## config.mk

```make
export PLATFORM = sky130hd
export DESIGN_NAME = tcw_ctrl
export DESIGN_NICKNAME = d
export VERILOG_FILES = /design/src/hdl/tcw_pkg.sv /design/src/hdl/tcw_ctrl.sv
export SDC_FILE = /design/constraint.sdc
export NUM_CORES = 1
export LEC_CHECK = 0
export BUFFER_PORTS_ARGS = -buffer_cell sky130_fd_sc_hd__buf_2
export CAP_MARGIN = 10
export CORE_MARGIN = 1
export CORE_UTILIZATION = 48
export CTS_CLUSTER_SIZE = 24
export DETAILED_ROUTE_END_ITERATION = 6
export PLACE_DENSITY_LB_ADDON = 0.1
export SETUP_SLACK_MARGIN = 0.1
export SLEW_MARGIN = 10
export SYNTH_ARGS = -nofsm -noshare
export SYNTH_HDL_FRONTEND = slang
export SYNTH_SLANG_ARGS = --single-unit
```

## constraint.sdc

```tcl
create_clock -name clock -period 1.55 [get_ports clock]
set_clock_uncertainty 0.05 [all_clocks]
set_input_delay 0.2325 -clock clock [delete_from_list [all_inputs] [get_ports clock]]
set_output_delay 0.2325 -clock clock [all_outputs]
set_load 0.02 [all_outputs]
```

## src/hdl/tcw_pkg.sv

```systemverilog
// Shared types and constants for the text console writer.
// Holds transaction payloads, datapath command/status groups and control codes.
// No dependencies.
`default_nettype none

package tcw_pkg;

   localparam int COL_WIDTH       = 7;
   localparam int ROW_WIDTH       = 5;
   localparam int CHAR_WIDTH      = 8;
   localparam int ATTR_WIDTH      = 7;
   localparam int FG_WIDTH        = 4;
   localparam int BG_WIDTH        = 3;
   localparam int CSR_INDEX_WIDTH = 4;
   localparam int CSR_DATA_WIDTH  = 4;

   // Configuration register indexes
   localparam logic [CSR_INDEX_WIDTH-1:0] CSR_FG_COLOR = 4'd0;
   localparam logic [CSR_INDEX_WIDTH-1:0] CSR_BG_COLOR = 4'd1;

   localparam logic [FG_WIDTH-1:0] FG_RESET = 4'd7;
   localparam logic [BG_WIDTH-1:0] BG_RESET = 3'd0;

   // Control codes and fill values
   localparam logic [CHAR_WIDTH-1:0] CHAR_BS    = 8'h08;
   localparam logic [CHAR_WIDTH-1:0] CHAR_TAB   = 8'h09;
   localparam logic [CHAR_WIDTH-1:0] CHAR_LF    = 8'h0A;
   localparam logic [CHAR_WIDTH-1:0] CHAR_CR    = 8'h0D;
   localparam logic [CHAR_WIDTH-1:0] BLANK_CHAR = 8'h20;
   localparam logic [ATTR_WIDTH-1:0] RESET_ATTR = 7'h07;

   typedef enum logic [1:0] {
      CMD_PUT   = 2'd0,
      CMD_CLEAR = 2'd1,
      CMD_SET   = 2'd2,
      CMD_READ  = 2'd3
   } cmd_code_type;

   typedef enum logic [2:0] {
      KIND_OTHER = 3'd0,
      KIND_CR    = 3'd1,
      KIND_LF    = 3'd2,
      KIND_TAB   = 3'd3,
      KIND_BS    = 3'd4
   } char_kind_type;

   typedef enum logic [3:0] {
      CUR_HOLD     = 4'd0,
      CUR_HOME     = 4'd1,
      CUR_CR       = 4'd2,
      CUR_LF       = 4'd3,
      CUR_WRAP     = 4'd4,
      CUR_ADV      = 4'd5,
      CUR_BACK     = 4'd6,
      CUR_SET      = 4'd7,
      CUR_LAST_ROW = 4'd8
   } cur_op_type;

   typedef enum logic [2:0] {
      ADDR_HOLD   = 3'd0,
      ADDR_ZERO   = 3'd1,
      ADDR_INC    = 3'd2,
      ADDR_CURSOR = 3'd3,
      ADDR_ITEM   = 3'd4
   } addr_op_type;

   typedef enum logic [1:0] {
      WR_NONE  = 2'd0,
      WR_CHAR  = 2'd1,
      WR_BLANK = 2'd2,
      WR_INIT  = 2'd3
   } wr_op_type;

   typedef struct packed {
      logic [CHAR_WIDTH-1:0] ch;
      logic [ATTR_WIDTH-1:0] attr;
   } cell_type;

   typedef struct packed {
      cmd_code_type          cmd;
      logic [CHAR_WIDTH-1:0] char_code;
      logic [COL_WIDTH-1:0]  column;
      logic [ROW_WIDTH-1:0]  row;
   } req_payload_type;

   typedef struct packed {
      logic [CHAR_WIDTH-1:0] cell_char;
      logic [ATTR_WIDTH-1:0] cell_attr;
      logic [COL_WIDTH-1:0]  cursor_column;
      logic [ROW_WIDTH-1:0]  cursor_row;
      logic                  bad_position;
   } rsp_payload_type;

   typedef struct packed {
      logic        capture;
      cur_op_type  cur_op;
      addr_op_type addr_op;
      wr_op_type   wr_op;
      logic        copy_rd;
      logic        load_rsp;
   } dp_cmd_type;

   typedef struct packed {
      cmd_code_type  item_cmd;
      char_kind_type char_kind;
      logic          at_edge;
      logic          row_over;
      logic          tab_last;
      logic          addr_last;
      logic          copy_last;
      logic          in_range;
   } dp_stat_type;

endpackage

`default_nettype wire

```

## src/hdl/tcw_ctrl.sv

```systemverilog
// Controller of the text console writer: sequences each command and the
// memory walks (reset fill, clear, scroll). Uses tcw_pkg.
`default_nettype none

module tcw_ctrl (
   input  logic                  clock,
   input  logic                  reset,
   input  logic                  req_valid,
   output logic                  req_stall,
   output logic                  rsp_valid,
   input  logic                  rsp_stall,
   output tcw_pkg::dp_cmd_type   dp_cmd,
   input  tcw_pkg::dp_stat_type  dp_stat
);
   import tcw_pkg::*;

   typedef enum logic [11:0] {
      S_INIT   = 12'b000000000001,
      S_IDLE   = 12'b000000000010,
      S_DECODE = 12'b000000000100,
      S_SETTLE = 12'b000000001000,
      S_WRITE  = 12'b000000010000,
      S_TAB    = 12'b000000100000,
      S_CLEAR  = 12'b000001000000,
      S_SCROLL = 12'b000010000000,
      S_DRAIN  = 12'b000100000000,
      S_BLANK  = 12'b001000000000,
      S_READ   = 12'b010000000000,
      S_DONE   = 12'b100000000000
   } state_type;

   state_type state_ff, state_in;
   logic      rsp_valid_ff, rsp_valid_in;

   assign req_stall = state_ff != S_IDLE;
   assign rsp_valid = rsp_valid_ff;

   always_comb begin
      state_in = state_ff;
      dp_cmd   = '{capture: 1'b0, cur_op: CUR_HOLD, addr_op: ADDR_HOLD,
                   wr_op: WR_NONE, copy_rd: 1'b0, load_rsp: 1'b0};
      unique case (state_ff)
         S_INIT: begin
            dp_cmd.wr_op   = WR_INIT;
            dp_cmd.addr_op = ADDR_INC;
            if (dp_stat.addr_last) begin
               state_in = S_IDLE;
            end
         end
         S_IDLE: begin
            if (req_valid) begin
               dp_cmd.capture = 1'b1;
               state_in       = S_DECODE;
            end
         end
         S_DECODE: begin
            unique case (dp_stat.item_cmd)
               CMD_PUT: begin
                  unique case (dp_stat.char_kind)
                     KIND_CR: begin
                        dp_cmd.cur_op = CUR_CR;
                        state_in      = S_DONE;
                     end
                     KIND_LF: begin
                        dp_cmd.cur_op = CUR_LF;
                        state_in      = S_SETTLE;
                     end
                     KIND_BS: begin
                        dp_cmd.cur_op = CUR_BACK;
                        state_in      = S_DONE;
                     end
                     KIND_TAB: begin
                        if (dp_stat.at_edge) begin
                           state_in = S_DONE;
                        end else begin
                           dp_cmd.addr_op = ADDR_CURSOR;
                           state_in       = S_TAB;
                        end
                     end
                     default: begin
                        dp_cmd.cur_op = CUR_WRAP;
                        state_in      = S_SETTLE;
                     end
                  endcase
               end
               CMD_CLEAR: begin
                  dp_cmd.addr_op = ADDR_ZERO;
                  dp_cmd.cur_op  = CUR_HOME;
                  state_in       = S_CLEAR;
               end
               CMD_SET: begin
                  dp_cmd.cur_op = CUR_SET;
                  state_in      = S_DONE;
               end
               CMD_READ: begin
                  if (dp_stat.in_range) begin
                     dp_cmd.addr_op = ADDR_ITEM;
                     state_in       = S_READ;
                  end else begin
                     state_in = S_DONE;
                  end
               end
            endcase
         end
         S_SETTLE: begin
            priority if (dp_stat.row_over) begin
               dp_cmd.addr_op = ADDR_ZERO;
               dp_cmd.cur_op  = CUR_LAST_ROW;
               state_in       = S_SCROLL;
            end else if (dp_stat.char_kind == KIND_OTHER) begin
               dp_cmd.addr_op = ADDR_CURSOR;
               state_in       = S_WRITE;
            end else begin
               state_in = S_DONE;
            end
         end
         S_WRITE: begin
            dp_cmd.wr_op  = WR_CHAR;
            dp_cmd.cur_op = CUR_ADV;
            state_in      = S_DONE;
         end
         S_TAB: begin
            dp_cmd.wr_op   = WR_BLANK;
            dp_cmd.addr_op = ADDR_INC;
            dp_cmd.cur_op  = CUR_ADV;
            if (dp_stat.tab_last) begin
               state_in = S_DONE;
            end
         end
         S_CLEAR: begin
            dp_cmd.wr_op   = WR_BLANK;
            dp_cmd.addr_op = ADDR_INC;
            if (dp_stat.addr_last) begin
               state_in = S_DONE;
            end
         end
         S_SCROLL: begin
            dp_cmd.copy_rd = 1'b1;
            dp_cmd.addr_op = ADDR_INC;
            if (dp_stat.copy_last) begin
               state_in = S_DRAIN;
            end
         end
         S_DRAIN: begin
            state_in = S_BLANK;
         end
         S_BLANK: begin
            dp_cmd.wr_op   = WR_BLANK;
            dp_cmd.addr_op = ADDR_INC;
            if (dp_stat.addr_last) begin
               state_in = S_SETTLE;
            end
         end
         S_READ: begin
            state_in = S_DONE;
         end
         S_DONE: begin
            if (!rsp_valid_ff || !rsp_stall) begin
               dp_cmd.load_rsp = 1'b1;
               state_in        = S_IDLE;
            end
         end
         default: begin
            state_in = S_INIT;
         end
      endcase
   end

   always_comb begin
      priority if (dp_cmd.load_rsp) begin
         rsp_valid_in = 1'b1;
      end else begin
         rsp_valid_in = rsp_valid_ff && rsp_stall;
      end
   end

   always_ff @(posedge clock) begin
      if (reset) begin
         state_ff     <= S_INIT;
         rsp_valid_ff <= 1'b0;
      end else begin
         state_ff     <= state_in;
         rsp_valid_ff <= rsp_valid_in;
      end
   end

   a_scroll_row: assert property (@(posedge clock) disable iff (reset)
      (state_ff == S_SCROLL) |-> !dp_stat.row_over)
      else $error("cursor row not pulled back to the last row during scroll");

   a_no_overwrite: assert property (@(posedge clock) disable iff (reset)
      dp_cmd.load_rsp |-> (!rsp_valid_ff || !rsp_stall))
      else $error("response loaded over one not yet taken");

endmodule

`default_nettype wire

```

==> results of run 1 <==
-- cells by family after synthesis --
group                      after synthesis  share of synthesized area (%)
xor gates and xnor gates                 6                           4.30
adders and majority gates                7                           7.16
DFF                                     13                           21.3
and+or+nand+nor                         78                           38.3
AOI/OAI and AO/OA                       37                           21.6
buffers and inverters                   16                           7.37
-- through the flow --
stage          cell area (um2)  std cells  worst slack [ns]  TNS, ns
4_1_cts                   2050        266            -0.523    -7.81
3_5_place_dp              1760        251            -0.281    -3.85
3_3_place_gp              1760        251            -0.216    -3.10
2_1_floorplan             1320        157            -0.290    -2.16
-- what timing repair did --
action	in CTS
pin swaps	16
gates resized for setup	49
setup buffers	12
setup endpoints to repair	26
-- Yosys cell counts (2+ instances only) --
cell / count
o2111ai_1: 2
nor2b_1: 6
ha_1: 7
nand2_1: 11
buf_6: 2
a31oi_1: 3
nand4_1: 6
nor4b_1: 3
and3_1: 2
and2_1: 3
nand3_1: 5
a21oi_1: 6
nand2b_1: 2
buf_4: 3
buf_2: 3
nor2_1: 20
nand4b_1: 2
inv_1: 7
o21ai_0: 7
nor3_1: 7
o21a_1: 2
and4_1: 2
dfxtp_1: 13
nor4_4: 3
o31ai_1: 2
xor2_1: 5
-- per-layer routing --
layer	overflow	track usage [%]
met1	0	76.9
met2	44	105
met3	0	49.6
met4	34	96.9
met5	0	0
==> impl_metrics.csv, run 1 <==
group,metric,value,unit
run_status,outcome,"aborted with a tool error",
run_status,haltStage,"global routing",
run_status,stop_error,"[ERROR GRT-0232] Routing congestion too high. Check the congestion heatmap in the GUI.",
clock_network,clkSinkCount,13,
logic_synthesis,synth_top_area_share,21.3,%
logic_synthesis,ys_ff_latch,13,
logic_synthesis,synth_top_area_cell,"dfxtp_1",
die,rows,17,
grt,grt_max_degree,15,
sta,worstEpCategory,"primary output",
die,io_pins,29,
clock_network,max-clock-path-buffers,2,
logic_synthesis,synth-edff-count,0,
logic_synthesis,netlist_area,1220,um2
placed_design,gp_congestion,0.927,
clock_network,cts-buffers-inserted,3,
logic_synthesis,synth_warnings,0,
die,initial_core_util,53.2,%
logic_synthesis,ys_seq_area_share,21.3,%
logic_synthesis,synthArstFlopShare,0,%
clock_network,root_buffer,"clkbuf_4",
logic_synthesis,syn_inst,157,
logic_synthesis,avgSynthCellArea,7.79,um2
logic_synthesis,synth_area_leaders,"dfxtp_1, ha_1, nor2_1, nor4_4, xor2_1",
grt,grt-ovfl-total,78,
clock_network,hold_buffers,0,
placed_design,port_buffers,28,
grt,grt_use_total,79.9,%
logic_synthesis,yosys_most_used_dff,"dfxtp_1",
die,dieWidth,52.5,um
placed_design,hpwl,3190,um
logic_synthesis,synth_cell_types,49,
sta,crit_endpoint,"dp_cmd[5]",
logic_synthesis,synth_fp_nets,179,
clock_network,h-tree-depth,1,
die,fp.dieH,52.5,um
==> inputs of run 2 (changes only) <==
CORE_AREA = 2 2 63 65   (was not set)
CORE_MARGIN = not set   (was 1)
CORE_UTILIZATION = not set   (was 48)
CTS_CLUSTER_SIZE = not set   (was 24)
DIE_AREA = 0 0 65 67   (was not set)
PLACE_DENSITY_LB_ADDON = 0.15   (was 0.1)
SETUP_SLACK_MARGIN = not set   (was 0.1)
clock period = 2 ns   (was 1.55 ns; I/O delays follow)
==> impl_metrics.csv, run 2 <==
group,metric,value,unit
power,p_total,1200,uW
worst_setup_path,ff2ff_path_depth,7,
logic_synthesis,netlist_area,1220,um2
layout,final_cell_mix,"buf_4, buf_2, nor2_1",
power,swShare,39.1,%
drt,ant_nets,0,
drt,met3_length,100,um
placed_design,placed_cell_area,1510,um2
clock_network,root_buffer,"clkbuf_8",
sta,fmax,483,MHz
worst_setup_path,start_kind,"register",
job,maxCapViolCount,0,
logic_synthesis,synthArstFlopShare,0,%
layout,largest_reg_flops,12,
logic_synthesis,synth_cell_types,49,
die,dieWidth,65,um
worst_setup_path,crit_type,"register to primary output",
clock_network,cts-buffers-inserted,3,
sta,fin_ws,-0.0703,ns
logic_synthesis,synth-edff-count,0,
layout,fin_nets,230,
sta,holdWs,0.268,ns
clock_network,clkSinkCount,13,
drt,vias_per_cell,5.38,
sta,max-slew-margin-rel,69.6,%
placed_design,hpwl,2780,um
layout,final_common_cell,"buf_4",
drt,drtPass1Iterations,4,
sta,tightest_slew,0.450,ns
logic_synthesis,synth_fp_nets,179,
grt,grt_pass1_wl,5730,um
logic_synthesis,synth_most_common_cell,"nor2_1",
worst_setup_path,r2r-end,"state_ff[0]",
power,p_int,733,uW
sta,finalHoldViolCount,0,
grt,grt_use_total,17.4,%
die,fp.dieH,67,um
clock_network,h-tree-depth,1,
power,pwr-share-clk,20.4,%
run_status,violations,"setup timing",
drt,drt-total-wl,3760,um
layout,stdcell_count,255,
power,combPwrFrac,51.8,%
die,coreArea,3610,um2
clock_network,clk_latency,0.25,ns
power,p_leak,0.000798,uW
die,design.die.area,4360,um2
hold_path,worstHoldStart,"rsp_stall",
logic_synthesis,synth_warnings,0,
worst_setup_path,cp.required,1.65,ns
die,rows,22,
sta,slew_viol_final,0,
layout,final_area,1790,um2
logic_synthesis,syn_inst,157,
clock_network,clkTransAtPathRegs,0.06,ns
logic_synthesis,ys_ff_latch,13,
power,vdd_drop_max,238,uV
run_status,outcome,"finished, violations left",
grt,grt_max_degree,15,
power,p_switching,471,uW
layout,post-route-util,49.5,%
sta,fin_crit,2.07,ns
grt,grt_pass1_vias,1290,
layout,layout-drive-gt1-share,45.9,%
grt,grt-ovfl-total,0,
sta,rsz0062_at_grt,"true",
drt,vias,1372,
die,io_pins,29,
worst_setup_path,reg2reg_from,"state_ff[2]",
sta,fin_crit_sh,104,%
worst_setup_path,critical_path_peak_fanout,4,
worst_setup_path,rrSetupSlack,0.13,ns
worst_setup_path,worstSetupEndpointType,"primary output",
hold_path,min_path_type,"input pin to register",
clock_network,hold_buffers,0,
logic_synthesis,ys_seq_area_share,21.3,%
logic_synthesis,yosys_most_used_dff,"dfxtp_1",
drt,routed.top_layer,"met4",
logic_synthesis,synth_top_area_cell,"dfxtp_1",
hold_path,hold_end,"rsp_valid",
layout,area_growth,46.1,%
layout,regMostFlops,"state_ff",
sta,setup_viol,7,
logic_synthesis,avgSynthCellArea,7.79,um2
logic_synthesis,synth_area_leaders,"dfxtp_1, ha_1, nor2_1, nor4_4, xor2_1",
power,pwr-share-seq,27.8,%
logic_synthesis,yosys-top-cells-count,"nor2_1, dfxtp_1, nand2_1",
power,cellPowerDensity,674,nW/um2
die,initial_core_util,33.9,%
grt,antenna_found_initial,0,
clock_network,max-clock-path-buffers,2,
layout,diodes,0,
placed_design,dp.cells,241,
drt,dr.first_iter.drc_count,68,
clock_network,cts_tree,"yes",
drt,wl_met1,1670,um
drt,wl_met2,1850,um
logic_synthesis,synth_top_area_share,21.3,%
worst_setup_path,crit_arrival,1.72,ns
placed_design,port_buffers,28,
placed_design,gp_congestion,0.836,
drt,avgRoutedWirePerCell,14.8,um
drt,drc,0,
hold_path,hold-path-cell-count,3,
-- run 2: logic make-up (layout without fill, tap and decap cells) --
family | count (synthesis) | after routing | synth area share, %
AOI/OAI and AO/OA | 37 | 37 | 21.6
buffers and inverters | 16 | 66 | 7.37
xor gates and xnor gates | 6 | 6 | 4.30
adders and majority gates | 7 | 7 | 7.16
and+or+nand+nor | 78 | 78 | 38.3
DFF | 13 | 13 | 21.3
-- run 2: worst max-delay path, stage by stage, from the launching register on --
cell and delay (ns):
dfxtp_4 0.35, buf_4 0.15, nor2b_1 0.16, and4_4 0.20
nand3_1 0.08, nand2_1 0.06, a311o_1 0.33, buf_6 0.14
-- run 2: power groups by stage --
stage | sequential [uW] | combinational (uW) | clock, uW
after floorplan | 302 | 394 | 0
final | 334 | 623 | 246
after global routing | 337 | 673 | 261
after CTS | 324 | 596 | 244
after detailed placement | 325 | 493 | 0
after global placement | 326 | 493 | 0
-- run 2: how the worst max path moves through the flow --
stage,endpoint,slack [ns],depth (start not counted),from
finish,dp_cmd[5],-0.07,7,state_ff[3]
global route,dp_cmd[0],-0.14,6,state_ff[6]
CTS,dp_cmd[5],-0.05,6,state_ff[3]
detailed placement,dp_cmd[5],0.02,6,state_ff[0]
global placement,dp_cmd[5],-0.02,6,state_ff[0]
floorplan,dp_cmd[5],0.03,6,state_ff[0]
-- run 2: cell type report --
| cell class | instances | area (um2) |
|---|---|---|
| Clock buffer | 4 | 45.0 |
| Fill cell | 359 | 1820 |
| Inverter | 7 | 26.3 |
| Multi-Input combinational cell | 128 | 975 |
| Sequential cell | 13 | 277 |
| Tap cell | 48 | 60.1 |
| Timing Repair Buffer | 55 | 403 |
-- run 2: through the flow --
| stage | setup TNS (ns) | setup slack, ns |
|---|---|---|
| after floorplan | 0 | 0.0332 |
| after global placement | -0.0168 | -0.0168 |
| after detailed placement | 0 | 0.0196 |
| after CTS | -0.0561 | -0.0456 |
| after global routing | -0.894 | -0.140 |
| final | -0.177 | -0.0703 |
-- run 2: per-layer routing --
| layer | GRT usage, % | up-vias |
|---|---|---|
| met5 | 0 | - |
| met4 | 9.57 | 0 |
| met2 | 29.9 | 30 |
| met1 | 21.1 | 644 |
| li1 | - | 685 |
| met3 | 1.69 | 13 |
-- run 2: timing repair --
action / 4_1_cts / 5_1_grt
setup endpoints to repair: 10 / 14
pin swaps: 13 / 8
setup buffers: 11 / 0
resized for setup: 29 / 20
Note: power is estimated with default switching activity, not from simulation.
==> inputs of run 3 (changes only) <==
clock period = 2.52 ns   (was 2 ns; I/O delays follow)
==> impl_metrics.csv, run 3 (synthesis results as in run 2) <==
group,metric,value,unit
layout,final_common_cell,"buf_2",
grt,grt.busiest_layer,"met2",
die,coreArea,3610,um2
drt,dr.first_iter.drc_count,41,
placed_design,port_buffers,28,
clock_network,max-clock-path-buffers,2,
clock_network,hold_buffers,0,
drt,avgRoutedWirePerCell,14.6,um
clock_network,cts_tree,"yes",
sta,fmax,427,MHz
worst_setup_path,cp.required,2.09,ns
grt,grt_pass1_wl,5390,um
grt,antenna_found_initial,0,
sta,slew_viol_final,0,
clock_network,clkSinkCount,13,
worst_setup_path,crit_type,"register to primary output",
power,cellPowerDensity,572,nW/um2
worst_setup_path,critPathTopFamily,"simple AND/OR/NAND/NOR gates",
power,p_leak,0.000645,uW
clock_network,cts-buffers-inserted,3,
drt,vias_per_cell,5.38,
drt,vias,1253,
worst_setup_path,cp_slowest_cell,"nor3_1",
placed_design,placed_cell_area,1370,um2
grt,grt_pass1_vias,1175,
hold_path,worstHoldStart,"rsp_stall",
drt,drtPass1Iterations,4,
grt,grt_use_met2,28.4,%
worst_setup_path,path_cells,"nor3_1 > and3_1 > nand3b_1 > a21oi_1 > a311o_1 > buf_2",
drt,drt-total-wl,3410,um
layout,final_area,1440,um2
layout,stdcell_count,233,
worst_setup_path,reg2reg_from,"state_ff[6]",
hold_path,min_path_type,"input pin to register",
clock_network,root_buffer,"clkbuf_8",
die,rows,22,
worst_setup_path,ff2ff_path_depth,7,
layout,layout-drive-gt1-share,24.3,%
die,fp.dieH,67,um
sta,fin_tns_setup,0,ns
sta,tightest_slew,0.483,ns
power,vdd_drop_max,224,uV
layout,diodes,0,
drt,ant_nets,0,
worst_setup_path,start_kind,"register",
worst_setup_path,critical_path_peak_fanout,4,
hold_path,hold_end,"rsp_valid",
sta,fin_crit_sh,92.9,%
die,io_pins,29,
grt,grt_max_degree,15,
die,design.die.area,4360,um2
clock_network,clkTransAtPathRegs,0.06,ns
sta,setup_viol,0,
sta,max-slew-margin-rel,67.5,%
sta,fin_crit,2.34,ns
job,maxCapViolCount,0,
sta,rsz0062_at_grt,"false",
worst_setup_path,rrSetupSlack,0.49,ns
layout,area_growth,17.9,%
clock_network,clk_latency,0.24,ns
layout,fin_nets,208,
clock_network,postCtsResizedCells,0,
placed_design,hpwl,2730,um
die,initial_core_util,33.9,%
worst_setup_path,r2r-end,"state_ff[11]",
grt,grt-ovfl-total,0,
worst_setup_path,worstSetupEndpointType,"primary output",
worst_setup_path,path_buf_inv,1,
grt,grt_util_met1,19.8,%
placed_design,dp.cells,226,
layout,post-route-util,40.0,%
hold_path,hold-path-cell-count,3,
die,dieWidth,65,um
grt,globalRouteMet3Util,2.36,%
layout,largest_reg_flops,12,
layout,regMostFlops,"state_ff",
worst_setup_path,crit_arrival,1.91,ns
layout,final_cell_mix,"buf_2, nor2_1, dfxtp_1",
clock_network,h-tree-depth,1,
grt,grt_use_total,16.5,%
drt,drc,0,
sta,holdWs,0.366,ns
run_status,outcome,"finished clean",
placed_design,gp_congestion,0.816,
sta,finalHoldViolCount,0,
worst_setup_path,slowest_delay,0.45,ns
[run 3: routing by layer]
layer / share of wire (%) / wire length, um
met1: 45 / 1540
met2: 49 / 1680
met3: 3.0 / 104
met4: 2.6 / 87
met5: 0 / 0
[run 3: timing repair]
item | in CTS | in global routing
hold endpoints to repair | 0 | 0
setup endpoints to repair | 0 | 2
setup buffers | 0 | 3
[run 3: layout make-up]
| class | count | area (um2) |
|---|---|---|
| Fill cell | 374 | 2160 |
| Multi-Input combinational cell | 128 | 872 |
| Clock buffer | 4 | 45.0 |
| Timing Repair Buffer | 33 | 178 |
| Inverter | 7 | 26.3 |
| Tap cell | 48 | 60.1 |
| Sequential cell | 13 | 260 |
[run 3: worst register-to-register path, stage by stage (launching register included)]
cell     delay [ns]
dfxtp_1        0.58
nor4_4         0.08
buf_4          0.17
buf_4          0.16
and2_2         0.20
a32o_1         0.25
nor3_1         0.29
o31ai_1        0.12
[run 3: worst max-delay path by stage]
stage	start	end	slack [ns]	cells after the start
floorplan	state_ff[9]	dp_cmd[2]	0.28	5
global placement	state_ff[9]	dp_cmd[5]	0.40	6
detailed placement	state_ff[9]	dp_cmd[5]	0.35	6
CTS	state_ff[9]	dp_cmd[5]	0.08	6
global route	state_ff[3]	dp_cmd[5]	0.006	6
finish	state_ff[1]	dp_cmd[5]	0.18	6
[run 3: stage by stage]
stage / power, uW / setup WS [ns]
after floorplan: 537 / 0.279
after global placement: 643 / 0.402
after detailed placement: 642 / 0.351
after CTS: 830 / 0.0761
after global routing: 878 / 0.00579
final: 824 / 0.178
[run 3: power by group]
group	total [uW]	switching, uW	internal, uW	leakage (uW)
Clock	190	78.3	112	0.0000228
Sequential	255	33.4	222	0.000105
Combinational	379	226	153	0.000517
Total	824	338	487	0.000645
